`config.mk`:
```
export PLATFORM = sky130hd
export DESIGN_NAME = pfs_ctrl
export DESIGN_NICKNAME = d
export VERILOG_FILES = /design/src/rtl/pfs_pkg.sv /design/src/rtl/pfs_ctrl.sv
export SDC_FILE = /design/constraint.sdc
export NUM_CORES = 1
export LEC_CHECK = 0
export BUFFER_PORTS_ARGS = -buffer_cell sky130_fd_sc_hd__buf_2
export CAP_MARGIN = 20
export CORE_MARGIN = 5
export CORE_UTILIZATION = 50
export DETAILED_ROUTE_END_ITERATION = 6
export PLACE_DENSITY = 0.69
export SKIP_LAST_GASP = 1
export SLEW_MARGIN = 0
export SYNTH_ARGS = -nofsm -noshare
export SYNTH_HDL_FRONTEND = slang
export SYNTH_SLANG_ARGS = --single-unit
```
`constraint.sdc`:
```
create_clock -name clk_i -period 6.8 [get_ports clk_i]
set_clock_uncertainty 0.1 [all_clocks]
set_input_delay 0.68 -clock clk_i [delete_from_list [all_inputs] [get_ports clk_i]]
set_output_delay 0.68 -clock clk_i [all_outputs]
set_load 0.02 [all_outputs]
```
`src/rtl/pfs_pkg.sv`:
```
package pfs_pkg;

  localparam int CFG_IDX_W  = 2;
  localparam int CFG_DATA_W = 16;

  localparam logic [CFG_IDX_W-1:0] REG_HOLD_FRAMES  = 2'd0;
  localparam logic [CFG_IDX_W-1:0] REG_WAIT_FOR_KEY = 2'd1;
  localparam logic [CFG_IDX_W-1:0] REG_SOUND_CODE   = 2'd2;

  localparam logic [1:0] KIND_LOAD    = 2'd0;
  localparam logic [1:0] KIND_TICK    = 2'd1;
  localparam logic [1:0] KIND_READ    = 2'd2;
  localparam logic [1:0] KIND_RESTART = 2'd3;

  localparam logic [1:0] PH_FADE_IN  = 2'd0;
  localparam logic [1:0] PH_HOLD     = 2'd1;
  localparam logic [1:0] PH_FADE_OUT = 2'd2;
  localparam logic [1:0] PH_DONE     = 2'd3;

  localparam logic [7:0]  FADE_STEP   = 8'd8;
  localparam logic [15:0] SOUND_FRAME = 16'd32;
  localparam logic [15:0] FC_MAX      = 16'hFFFF;
  localparam logic [15:0] HOLD_RESET  = 16'd60;

  typedef struct packed {
    logic [1:0] kind;
    logic [7:0] entry_index;
    logic [7:0] target_red;
    logic [7:0] target_green;
    logic [7:0] target_blue;
    logic       key_pressed;
  } in_t;

  typedef struct packed {
    logic [7:0] read_red;
    logic [7:0] read_green;
    logic [7:0] read_blue;
    logic [1:0] phase;
    logic       play_sound;
    logic [7:0] sound_to_play;
  } out_t;

  typedef struct packed {
    logic [7:0] red;
    logic [7:0] green;
    logic [7:0] blue;
  } rgb_t;

  typedef enum logic [1:0] {
    OP_CLEAR    = 2'd0,
    OP_FADE_IN  = 2'd1,
    OP_FADE_OUT = 2'd2
  } dp_op_e;

  typedef struct packed {
    logic   start;
    dp_op_e op;
    logic   rd_en;
    logic   tgt_wr;
  } dp_cmd_t;

  typedef struct packed {
    logic done;
    logic all_zero;
  } dp_stat_t;

  typedef struct packed {
    logic       load;
    logic       show;
    logic [1:0] phase;
    logic       play;
    logic [7:0] code;
  } res_t;

endpackage

```
`src/rtl/pfs_ctrl.sv`:
```
module pfs_ctrl #(
  parameter int ENTRIES = 256
) (
  input  logic                             clk_i,
  input  logic                             rst_ni,
  input  logic                             in_valid_i,
  input  logic [1:0]                       kind_i,
  input  logic [7:0]                       idx_i,
  input  logic                             key_i,
  output logic                             in_stall_o,
  input  logic                             cfg_we_i,
  input  logic [pfs_pkg::CFG_IDX_W-1:0]    cfg_index_i,
  input  logic [pfs_pkg::CFG_DATA_W-1:0]   cfg_wdata_i,
  input  logic                             out_free_i,
  input  pfs_pkg::dp_stat_t                dp_stat_i,
  output pfs_pkg::dp_cmd_t                 dp_cmd_o,
  output pfs_pkg::res_t                    res_o
);

  typedef enum logic [3:0] {
    S_CLEAR = 4'b0001,
    S_IDLE  = 4'b0010,
    S_WALK  = 4'b0100,
    S_EMIT  = 4'b1000
  } state_e;

  state_e      state_q, state_d;
  logic [1:0]  phase_q, phase_d;
  logic [15:0] fc_q, fc_d;
  logic        snd_q, snd_d;
  logic [1:0]  kind_q, kind_d;
  logic        show_q, show_d;
  logic [15:0] hold_q;
  logic        wfk_q;
  logic [7:0]  code_q;

  logic        in_range;
  logic        key_gate;
  logic [1:0]  ph_eff;
  logic [15:0] fc_inc;

  assign in_stall_o = (state_q != S_IDLE);
  assign in_range   = 32'(idx_i) < ENTRIES;
  assign key_gate   = !wfk_q || (fc_q > hold_q);
  assign ph_eff     = (key_i && key_gate) ? pfs_pkg::PH_FADE_OUT : phase_q;
  assign fc_inc     = (fc_q == pfs_pkg::FC_MAX) ? fc_q : fc_q + 16'd1;

  always_comb begin
    state_d  = state_q;
    phase_d  = phase_q;
    fc_d     = fc_q;
    snd_d    = snd_q;
    kind_d   = kind_q;
    show_d   = show_q;
    dp_cmd_o = '{start: 1'b0, op: pfs_pkg::OP_CLEAR, rd_en: 1'b0, tgt_wr: 1'b0};
    res_o.load  = 1'b0;
    res_o.show  = show_q;
    res_o.phase = phase_q;
    res_o.play  = snd_q;
    res_o.code  = snd_q ? code_q : 8'd0;
    case (state_q)
      S_CLEAR: begin
        if (dp_stat_i.done) begin
          state_d = S_IDLE;
        end
      end
      S_IDLE: begin
        if (in_valid_i) begin
          kind_d  = kind_i;
          show_d  = (kind_i == pfs_pkg::KIND_READ) && in_range;
          snd_d   = 1'b0;
          state_d = S_EMIT;
          case (kind_i)
            pfs_pkg::KIND_LOAD: begin
              dp_cmd_o.tgt_wr = in_range;
            end
            pfs_pkg::KIND_READ: begin
              dp_cmd_o.rd_en = in_range;
            end
            pfs_pkg::KIND_RESTART: begin
              phase_d = pfs_pkg::PH_FADE_IN;
              fc_d    = '0;
            end
            default: begin
              if (phase_q != pfs_pkg::PH_DONE) begin
                phase_d = ph_eff;
                fc_d    = fc_inc;
                if (ph_eff == pfs_pkg::PH_FADE_IN) begin
                  dp_cmd_o.start = 1'b1;
                  dp_cmd_o.op    = pfs_pkg::OP_FADE_IN;
                  state_d        = S_WALK;
                  snd_d          = (fc_inc == pfs_pkg::SOUND_FRAME);
                  if (fc_inc > pfs_pkg::SOUND_FRAME) begin
                    phase_d = pfs_pkg::PH_HOLD;
                    fc_d    = '0;
                  end
                end else if (ph_eff == pfs_pkg::PH_HOLD) begin
                  if ((fc_inc > hold_q) && !wfk_q) begin
                    phase_d = pfs_pkg::PH_FADE_OUT;
                    fc_d    = '0;
                  end
                end else begin
                  fc_d           = '0;
                  dp_cmd_o.start = 1'b1;
                  dp_cmd_o.op    = pfs_pkg::OP_FADE_OUT;
                  state_d        = S_WALK;
                end
              end
            end
          endcase
        end
      end
      S_WALK: begin
        if (dp_stat_i.done) begin
          state_d = S_EMIT;
          if ((phase_q == pfs_pkg::PH_FADE_OUT) && dp_stat_i.all_zero) begin
            phase_d = pfs_pkg::PH_DONE;
          end
        end
      end
      S_EMIT: begin
        if (out_free_i) begin
          res_o.load = 1'b1;
          if (kind_q == pfs_pkg::KIND_RESTART) begin
            dp_cmd_o.start = 1'b1;
            dp_cmd_o.op    = pfs_pkg::OP_CLEAR;
            state_d        = S_CLEAR;
          end else begin
            state_d = S_IDLE;
          end
        end
      end
      default: begin
        state_d = S_IDLE;
      end
    endcase
  end

  always_ff @(posedge clk_i or negedge rst_ni) begin
    if (!rst_ni) begin
      state_q <= S_CLEAR;
      phase_q <= pfs_pkg::PH_FADE_IN;
      fc_q    <= '0;
      snd_q   <= 1'b0;
      kind_q  <= pfs_pkg::KIND_LOAD;
      show_q  <= 1'b0;
      hold_q  <= pfs_pkg::HOLD_RESET;
      wfk_q   <= 1'b0;
      code_q  <= '0;
    end else begin
      state_q <= state_d;
      phase_q <= phase_d;
      fc_q    <= fc_d;
      snd_q   <= snd_d;
      kind_q  <= kind_d;
      show_q  <= show_d;
      if (cfg_we_i) begin
        case (cfg_index_i)
          pfs_pkg::REG_HOLD_FRAMES:  hold_q <= cfg_wdata_i;
          pfs_pkg::REG_WAIT_FOR_KEY: wfk_q  <= cfg_wdata_i[0];
          pfs_pkg::REG_SOUND_CODE:   code_q <= cfg_wdata_i[7:0];
          default: begin
          end
        endcase
      end
    end
  end

endmodule

```
# [Word level (Yosys, flattened, before mapping)]
# Index checks and enable logic that the tools add are counted.
# W data, S select, Z words.
[op_classes] add_sub_neg=1 multipliers=0 div=0 magnitude_cmp=3 eq_ne=22 shifts=0 muxes=45 bitwise=1 n_reduce_logical=19
[op_table] cell="$mux W16" count=6
[op_table] cell="$gt A16 B16 Y1" count=2
[op_table] cell="$mux W4" count=8
[op_table] cell="$pmux W16 S2" count=1
[op_table] cell="$mux W2" count=11
[op_table] cell="$mux W3" count=6
[op_table] cell="$add A16 B1 Y16 const B" count=1
[op_table] cell="$eq A16 B16 Y1 const B" count=1
[op_table] cell="$eq A16 B6 Y1 const B" count=1
[op_table] cell="$gt A16 B6 Y1 const B" count=1
[op_table] cell="$pmux W4 S4" count=1
[op_table] cell="$ne A2 B2 Y1 const B" count=7
[op_table] cell="$eq A2 B2 Y1 const B" count=5
[op_table] cell="$mux W8" count=1
[op_table] cell="$pmux W2 S2" count=2
[op_table] cell="$reduce_and A2 Y1" count=4
[op_table] cell="$reduce_and A4 Y1" count=2
[op_table] cell="$mux W1" count=7
[op_table] cell="$logic_not A2 Y1" count=3
[op_table] cell="$pmux W3 S2" count=1
[op_table] cell="$reduce_and A6 Y1" count=1
[op_table] cell="$mux W5" count=1
[op_table] cell="$eq A2 B1 Y1 const B" count=2
[op_table] cell="$eq A4 B1 Y1 const B" count=1
[op_table] cell="other kinds (12)" count=15
[totals] ff_bits=51 latchBits=0 ramBits=0 rom_bits=0 in_bits=36 output_inout_bits=19 word_cells=100 n_memories=0

# [Longest topological paths before layout]
# Gate-level depths: netlist of the first run.
[depth] ltp_word=11 depth_mapped=15 mapped_depth_nobuf=15

# [Worst setup path after synthesis of the first run]
# OpenSTA, ideal clock, no wires.
[synth_path] path_kind="register to register" startpoint="register fc_q[0]" endpoint="register fc_q[5]" setup_ps=121 arrival_ps=3311 required_ps=6579 setup_slack_ps=3268 path_stages_with_launch=16 path_buffers=1 synth_period_minus_slack_ps=3532 path_cell_list="dfrtp_1 ha_1 and3_1 buf_2 nand4_1 and3_1 xnor2_1 inv_1 ha_1 nand4_1 a21oi_1 a211oi_1 or3_1 a21bo_2 or2_2 a22o_1"
[synth_between] elab_chain_cells=9
[synth_lines] element="start, declared" line="pfs_ctrl.sv:29" rtl="logic [15:0] fc_q, fc_d;"
[synth_lines] element="start signal, assigned" line="pfs_ctrl.sv:143" rtl="fc_q <= '0;"
[synth_lines] element="start signal, assigned" line="pfs_ctrl.sv:153" rtl="fc_q <= fc_d;"
[synth_lines] element="$add A16 B1 Y16, or another cell as far along" line="pfs_ctrl.sv:46" rtl="assign fc_inc = (fc_q == pfs_pkg::FC_MAX) ? fc_q : fc_q + 16'd1;"
[synth_lines] element="$mux W16 / $logic_or A1 B1 Y1 (equally long branches)" line="pfs_ctrl.sv:46, pfs_ctrl.sv:44"
[synth_lines] element="$gt A16 B16 Y1 / $logic_and A1 B1 Y1 (equally long branches)" line="pfs_ctrl.sv:98, pfs_ctrl.sv:45"
[synth_lines] element="$logic_and A1 B1 Y1 / $mux W2 (equally long branches)" line="pfs_ctrl.sv:98, pfs_ctrl.sv:45"
[synth_lines] element="$mux W16 / $eq A2 B1 Y1 (equally long branches)" line="pfs_ctrl.sv:98, pfs_ctrl.sv:97"
[synth_lines] element="$mux W16" line="pfs_ctrl.sv:97" rtl="end else if (ph_eff == pfs_pkg::PH_HOLD) begin"
[synth_lines] element="$mux W16 (*)" line="pfs_ctrl.sv:88" rtl="if (ph_eff == pfs_pkg::PH_FADE_IN) begin"
[synth_lines] element="$mux W16 (*)" line="pfs_ctrl.sv:85" rtl="if (phase_q != pfs_pkg::PH_DONE) begin"
[synth_lines] element="$pmux W16 S2 (*)" line="pfs_ctrl.sv:73" rtl="case (kind_i)"
# Every way passes the cells marked *; elsewhere a longest branch is shown, timed or not. The select of a mux whose other input is x is not followed.
# A chain may end at the register's enable or synchronous reset.

# [Worst setup path after layout of the first run]
[layout_path] startpoint="register fc_q[0]" endpoint="register fc_q[0]"
# The elaborated chain is that of the path after synthesis.

==> results of run 1 <==
[path summary, 6_finish.rpt]
path | start | to | slack [ns]
min | rst_ni | code_q[2] | 0.37
max | fc_q[0] | fc_q[0] | 2.43
max reg2reg | fc_q[0] | fc_q[0] | 2.43
max in group asynchronous | rst_ni | fc_q[10] | 5.78
min reg2reg | show_q | show_q | 0.40
min in group clk_i | show_q | show_q | 0.40
[cells in the final DEF (no fill, tap or decap), types with 2 or more instances in the layout]
cell / instances
a211oi_1: 3
a21o_1: 3
a21oi_1: 20
a22o_1: 2
a31oi_1: 6
and2_1: 11
and3_1: 5
and4_1: 5
buf_2: 46
buf_4: 3
clkbuf_8: 5
clkinv_4: 2
dfrtp_1: 46
dfstp_2: 5
ha_1: 32
inv_1: 31
mux2_2: 11
mux2i_1: 4
nand2_1: 63
nand2b_1: 2
nand3_1: 15
nand3b_1: 2
nand4_1: 12
nor2_1: 17
nor2b_1: 3
nor3_1: 7
nor4_1: 4
o211ai_1: 8
o21ai_0: 26
o21ai_1: 8
o22ai_1: 3
or2_2: 3
or3_1: 3
xnor2_1: 7
[sequential cells by signal (all words and copies together), names as in the netlist]
register  flops
state_q       4
kind_q        2
show_q        1
wfk_q         1
code_q        8
phase_q       2
fc_q         16
hold_q       16
snd_q         1
[cell type report]
type                       count  area, sq um
sequential                    51         1280
multi-input combinational    313         2130
tap                           96          120
clock inverter                 2         17.5
timing repair buffer          49          253
clock buffer                   6         72.6
inverter                      31          116
fill                         675         2870
[routing by layer]
metal,wire length (um),part of all wire [%],vias up
met4,112,1.3,0
met3,517,6.0,12
met1,3840,45,1476
met2,4100,48,93
met5,0,0,-
li1,-,-,1561
[worst register-to-register path, cell delays in order, from the launching register on]
cell	delay, ns
dfrtp_1	0.52
ha_1	0.28
and3_1	0.36
nand4_1	0.32
and3_1	0.29
xnor2_1	0.46
inv_1	0.09
ha_1	0.31
nand4_1	0.13
o41a_1	0.49
o2bb2ai_2	0.48
o21ai_4	0.22
o31ai_4	0.23
[kinds of logic after synthesis]
kind of cell	after synthesis	synth area share [%]
AOI/OAI and AO/OA	98	18.9
xor gates and xnor gates	7	1.71
adders and majority gates	32	11.2
buffers and inverters	43	4.88
DFF	51	35.8
muxes	15	4.57
and+or+nand+nor	161	23.0
[stage by stage]
step	setup slack [ns]	util [%]	total power [mW]	hold slack (ns)
5_1_grt	2.18	58.2	0.986	0.411
4_1_cts	2.49	58.2	0.917	0.394
3_3_place_gp	2.55	56.8	0.723	0.357
2_1_floorplan	3.27	-	0.637	0.284
6_report	2.43	58.2	0.909	0.369
3_5_place_dp	2.50	56.8	0.734	0.369
[where the power goes]
group	switching [mW]	total, mW	leakage (nW)	internal (mW)
registers	0.0394	0.395	0.642	0.356
clock network	0.106	0.181	0.0454	0.0742
logic	0.206	0.333	1.21	0.126
total	0.352	0.909	1.90	0.557
==> impl_metrics.py, run 1 <==
metrics = {
    "detailed_routing": {
        "drt-vias-per-instance": 5.73,
        "antenna_left": 0,
        "wirelength_um": 8570,
        "vias": 3142,
        "remaining_drc_errors": 0,
        "drtIter0Drc": 216,
        "wl_per_cell_um": 15.6,
        "dr.pass1.iters": 4,
    },
    "synthesis": {
        "syn_inst": 407,
        "postSynth.asyncResetShare_pct": 100,
        "synth_commonest_cells": "nand2_1 (63), dfrtp_1 (46), ha_1 (32)",
        "synth_edf_count": 0,
        "syn_area_sq_um": 3590,
        "synth_flop_cell": "dfrtp_1",
        "yosys.cell_types.count": 60,
        "synth_top_area_cell": "dfrtp_1",
        "yosys-top-cells-area": "dfrtp_1 (32%), ha_1 (11%), nand2_1 (6.6%)",
        "synth.most_common_cell": "nand2_1",
        "syn_area_per_cell_sq_um": 8.81,
        "synth_nets": 475,
        "yosysWarnings": 0,
        "ys_ff_latch": 51,
        "seq_area_frac_synth_pct": 35.8,
        "synth_top_area_share_pct": 32.1,
    },
    "clock_tree": {
        "cts.sinks": 51,
        "htree_num_levels": 2,
        "worstSkewPairLatency_ns": 0.31,
        "clk_pin_slew_ns": 0.10,
        "post_cts_resized": 0,
        "ctsLongestPathBuffers": 2,
        "root_buffer": "clkbuf_8",
        "post-cts-setup-buffers": 0,
        "ctsHoldBuffers": 0,
        "cts_inserted_buffers": 5,
        "cts_tree": "built",
    },
    "die": {
        "core_sq_um": 6870,
        "dieArea_sq_um": 8970,
        "ios": 55,
        "die_h_um": 94.7,
        "fp-row-count": 30,
        "initial_core_util_pct": 52.2,
        "die_x_um": 94.7,
    },
    "global_route": {
        "grt_pass1_vias": 3056,
        "antenna_found_initial": 0,
        "grt_max_degree": 52,
        "grt_overflow": 0,
        "top_usage_layer": "met2",
        "grt_first_pass_wirelength_um": 14700,
        "grt_usage_pct": 20.8,
        "use_met1_pct": 28.4,
        "grtUsageMet2_pct": 33.9,
        "grt_use_met3_pct": 3.75,
    },
    "place": {
        "gp_congestion": 0.955,
        "dpl.cell_count": 540,
        "place_area_sq_um": 3910,
        "dpl.hpwl_um": 6570,
        "portBuffers": 46,
    },
    "setup_path": {
        "critPathBufInv": 1,
        "max_stage_delay_ns": 0.52,
        "critical_path_depth": 12,
        "crit_path_end_kind": "register",
        "timing.critical_path.cells": "ha_1 > and3_1 > nand4_1 > and3_1 > xnor2_1 > inv_1 > ha_1 > nand4_1 > o41a_1 > o2bb2ai_2 > o21ai_4 > o31ai_4",
        "cpMaxStageDelayCell": "dfrtp_1",
        "critPathLaunchType": "register",
        "crit_fanout": 10,
        "critPathKind": "reg -> reg",
        "arrival_ns": 4.50,
        "critPathRequiredTime_ns": 6.93,
        "r2r_cells": 12,
        "path_delay_family": "compound AO/OA/AOI/OAI gates",
    },
    "timing": {
        "fin_crit_ns": 4.37,
        "tns_ns": 0,
        "rsz0062_at_grt": "false",
        "setup_viol": 0,
        "report.final.slew_viol_count": 0,
        "tightestPinTransition_ns": 0.928,
        "fmax_ghz": 0.229,
        "fin_crit_sh_pct": 64.3,
        "hold_viol": 0,
        "max-slew-margin-rel_pct": 37.9,
    },
    "cells_and_area": {
        "drive_gt1_share_pct": 19.2,
        "nNetsFinal": 519,
        "fin_cells": 548,
        "num_antenna_cells": 0,
        "stdcell_area_sq_um": 4000,
        "area_growth_pct": 11.4,
    },
    "min_path": {
        "hp-class": "in -> async",
    },
    "run": {
        "max_cap_violations": 0,
    },
    "power_and_ir_drop": {
        "irDropWorstVdd_uv": 159,
        "p_per_area_nw_per_um2": 227,
        "p_leak_nw": 1.90,
    },
    "outcome": {
        "status": "finished, final reports clean",
    },
}
No activity file was read; power rests on OpenSTA's default activity.
==> run 2: changes to the inputs <==
PLACE_DENSITY = 0.71   (was 0.69)
clock period = 3.9 ns   (was 6.8 ns; I/O delays follow)
==> run 2 against run 1 <==
The run now ends with negative hold slack left. Utilization rose by 1.3 points. Critical path depth fell by 4. Hold slack got worse by 0.37 ns. First-iteration DRC count rose by 16%. Critical endpoint is now dp_cmd_o[2].
==> impl_metrics.py, run 2 (synthesis gave the netlist of run 1 again) <==
metrics = {
    "timing": {
        "tns_ns": 0,
        "hold_ws_ns": -0.00216,
        "setup_viol": 0,
        "fmax_ghz": 0.273,
        "rsz0062_at_grt": "false",
        "fin_crit_ns": 3.66,
        "report.final.slew_viol_count": 0,
        "hold_viol": 7,
        "tightestPinTransition_ns": 0.682,
        "max-slew-margin-rel_pct": 54.5,
        "fin_crit_sh_pct": 93.9,
    },
    "detailed_routing": {
        "drt-vias-per-instance": 5.88,
        "drtIter0Drc": 251,
        "wl_per_cell_um": 16.2,
        "dr.pass1.iters": 5,
        "remaining_drc_errors": 0,
        "vias": 3291,
        "wirelength_um": 9040,
        "antenna_left": 0,
    },
    "setup_path": {
        "critPathBufInv": 1,
        "r2r_cells": 11,
        "crit_path_end_kind": "primary output",
        "arrival_ns": 3.17,
        "reg2reg_slack_ns": 0.24,
        "crit_fanout": 9,
        "critPathRequiredTime_ns": 3.41,
        "worst_r2r_endpoint": "fc_q[5]",
        "critPathLaunchType": "register",
        "path_delay_family": "simple AND/OR/NAND/NOR gates",
        "cp-startpoint": "fc_q[12]",
        "critical_path_depth": 8,
        "r2r-start": "fc_q[9]",
        "critPathKind": "reg -> out",
        "timing.critical_path.cells": "ha_1 > nand4_1 > or4_1 > o21ai_0 > a41oi_1 > or2_2 > nor4_1 > buf_2",
        "cpMaxStageDelayCell": "dfrtp_1",
        "endpoint": "dp_cmd_o[2]",
        "max_stage_delay_ns": 0.51,
    },
    "clock_tree": {
        "worstSkewPairLatency_ns": 0.32,
        "htree_num_levels": 2,
        "cts.sinks": 51,
        "cts_tree": "built",
        "post-cts-setup-buffers": 0,
        "ctsLongestPathBuffers": 2,
        "post_cts_resized": 0,
        "root_buffer": "clkbuf_8",
        "clk_pin_slew_ns": 0.10,
        "cts_inserted_buffers": 5,
        "ctsHoldBuffers": 0,
    },
    "die": {
        "ios": 55,
        "die_x_um": 94.7,
        "initial_core_util_pct": 52.2,
        "die_h_um": 94.7,
        "core_sq_um": 6870,
        "fp-row-count": 30,
        "dieArea_sq_um": 8970,
    },
    "cells_and_area": {
        "drive_gt1_share_pct": 21.3,
        "nNetsFinal": 531,
        "area_growth_pct": 13.9,
        "stdcell_area_sq_um": 4080,
        "layout_common_cells": "nand2_1 (63), dfrtp_1 (46), buf_2 (46)",
        "largest_registers": "fc_q (16), hold_q (16), code_q (8)",
        "num_antenna_cells": 0,
        "final_common_cell": "nand2_1",
    },
    "run": {
        "max_cap_violations": 0,
    },
    "place": {
        "dpl.hpwl_um": 7120,
        "gp_congestion": 0.942,
        "portBuffers": 46,
        "place_area_sq_um": 4000,
    },
    "power_and_ir_drop": {
        "p_per_area_nw_per_um2": 398,
        "p_leak_nw": 1.96,
        "irDropWorstVdd_uv": 274,
    },
    "outcome": {
        "status": "finished with violations",
        "violations": "negative hold slack",
    },
    "global_route": {
        "grt_overflow": 0,
        "grt_pass1_vias": 3272,
        "grt_first_pass_wirelength_um": 15300,
        "grt_usage_pct": 21.8,
        "grt_max_degree": 32,
        "antenna_found_initial": 0,
    },
    "min_path": {
        "hp-class": "in -> async",
    },
}
[run 2: worst min path at each step]
stage,start,slack [ns],to,cells past startpoint
detailed placement,rst_ni,0.37,code_q[1],1
global route,rst_ni,0.06,code_q[3],1
finish,rst_ni,-0.002,code_q[1],1
CTS,rst_ni,0.01,code_q[1],1
global placement,rst_ni,0.36,code_q[1],1
floorplan,rst_ni,-0.006,code_q[0],0
[run 2: layout make-up]
class	count	area, sq um
clock inverters	2	16.3
inverters	31	116
fillers	630	2790
well taps	96	120
flip-flops and latches	51	1280
clock buffers	6	72.6
repair buffers	61	343
multi-input cells	313	2130
[run 2: worst register-to-register path, stage by stage (launching register included)]
cell,delay (ns)
dfrtp_1,0.54
nand3_1,0.28
nor4_1,0.42
mux2i_1,0.33
inv_1,0.09
ha_1,0.29
and4_1,0.24
nand4_1,0.18
or3_1,0.39
a21bo_2,0.23
or2_2,0.29
a22o_1,0.19
[run 2: through the flow]
step / power [mW] / instances / hold WS (ns) / setup WS [ns] / util (%)
global route: 1.74 / 560 / 0.0576 / 0.101 / 59.5
CTS: 1.63 / 560 / 0.0144 / 0.280 / 59.5
finish: 1.62 / 560 / -0.00216 / 0.239 / 59.5
detailed placement: 1.31 / 552 / 0.368 / 0.326 / 58.2
global placement: 1.28 / 552 / 0.362 / 0.362 / 58.2
floorplan: 1.11 / 407 / -0.00559 / 0.368 / -
[run 2: per-layer routing]
| metal | vias to the layer above | part of all wire [%] | global-route usage, % |
|---|---|---|---|
| met4 | 0 | 2.1 | 7.57 |
| met5 | - | 0 | 0 |
| met1 | 1577 | 44 | 27.3 |
| met2 | 105 | 49 | 38.1 |
| li1 | 1587 | - | - |
| met3 | 22 | 5.1 | 3.35 |
[run 2: report_power, final]
part / leakage (nW) / internal [mW] / switching (mW)
clock network: 0.0418 / 0.129 / 0.193
registers: 0.642 / 0.621 / 0.0535
logic: 1.27 / 0.240 / 0.387
total: 1.96 / 0.990 / 0.634
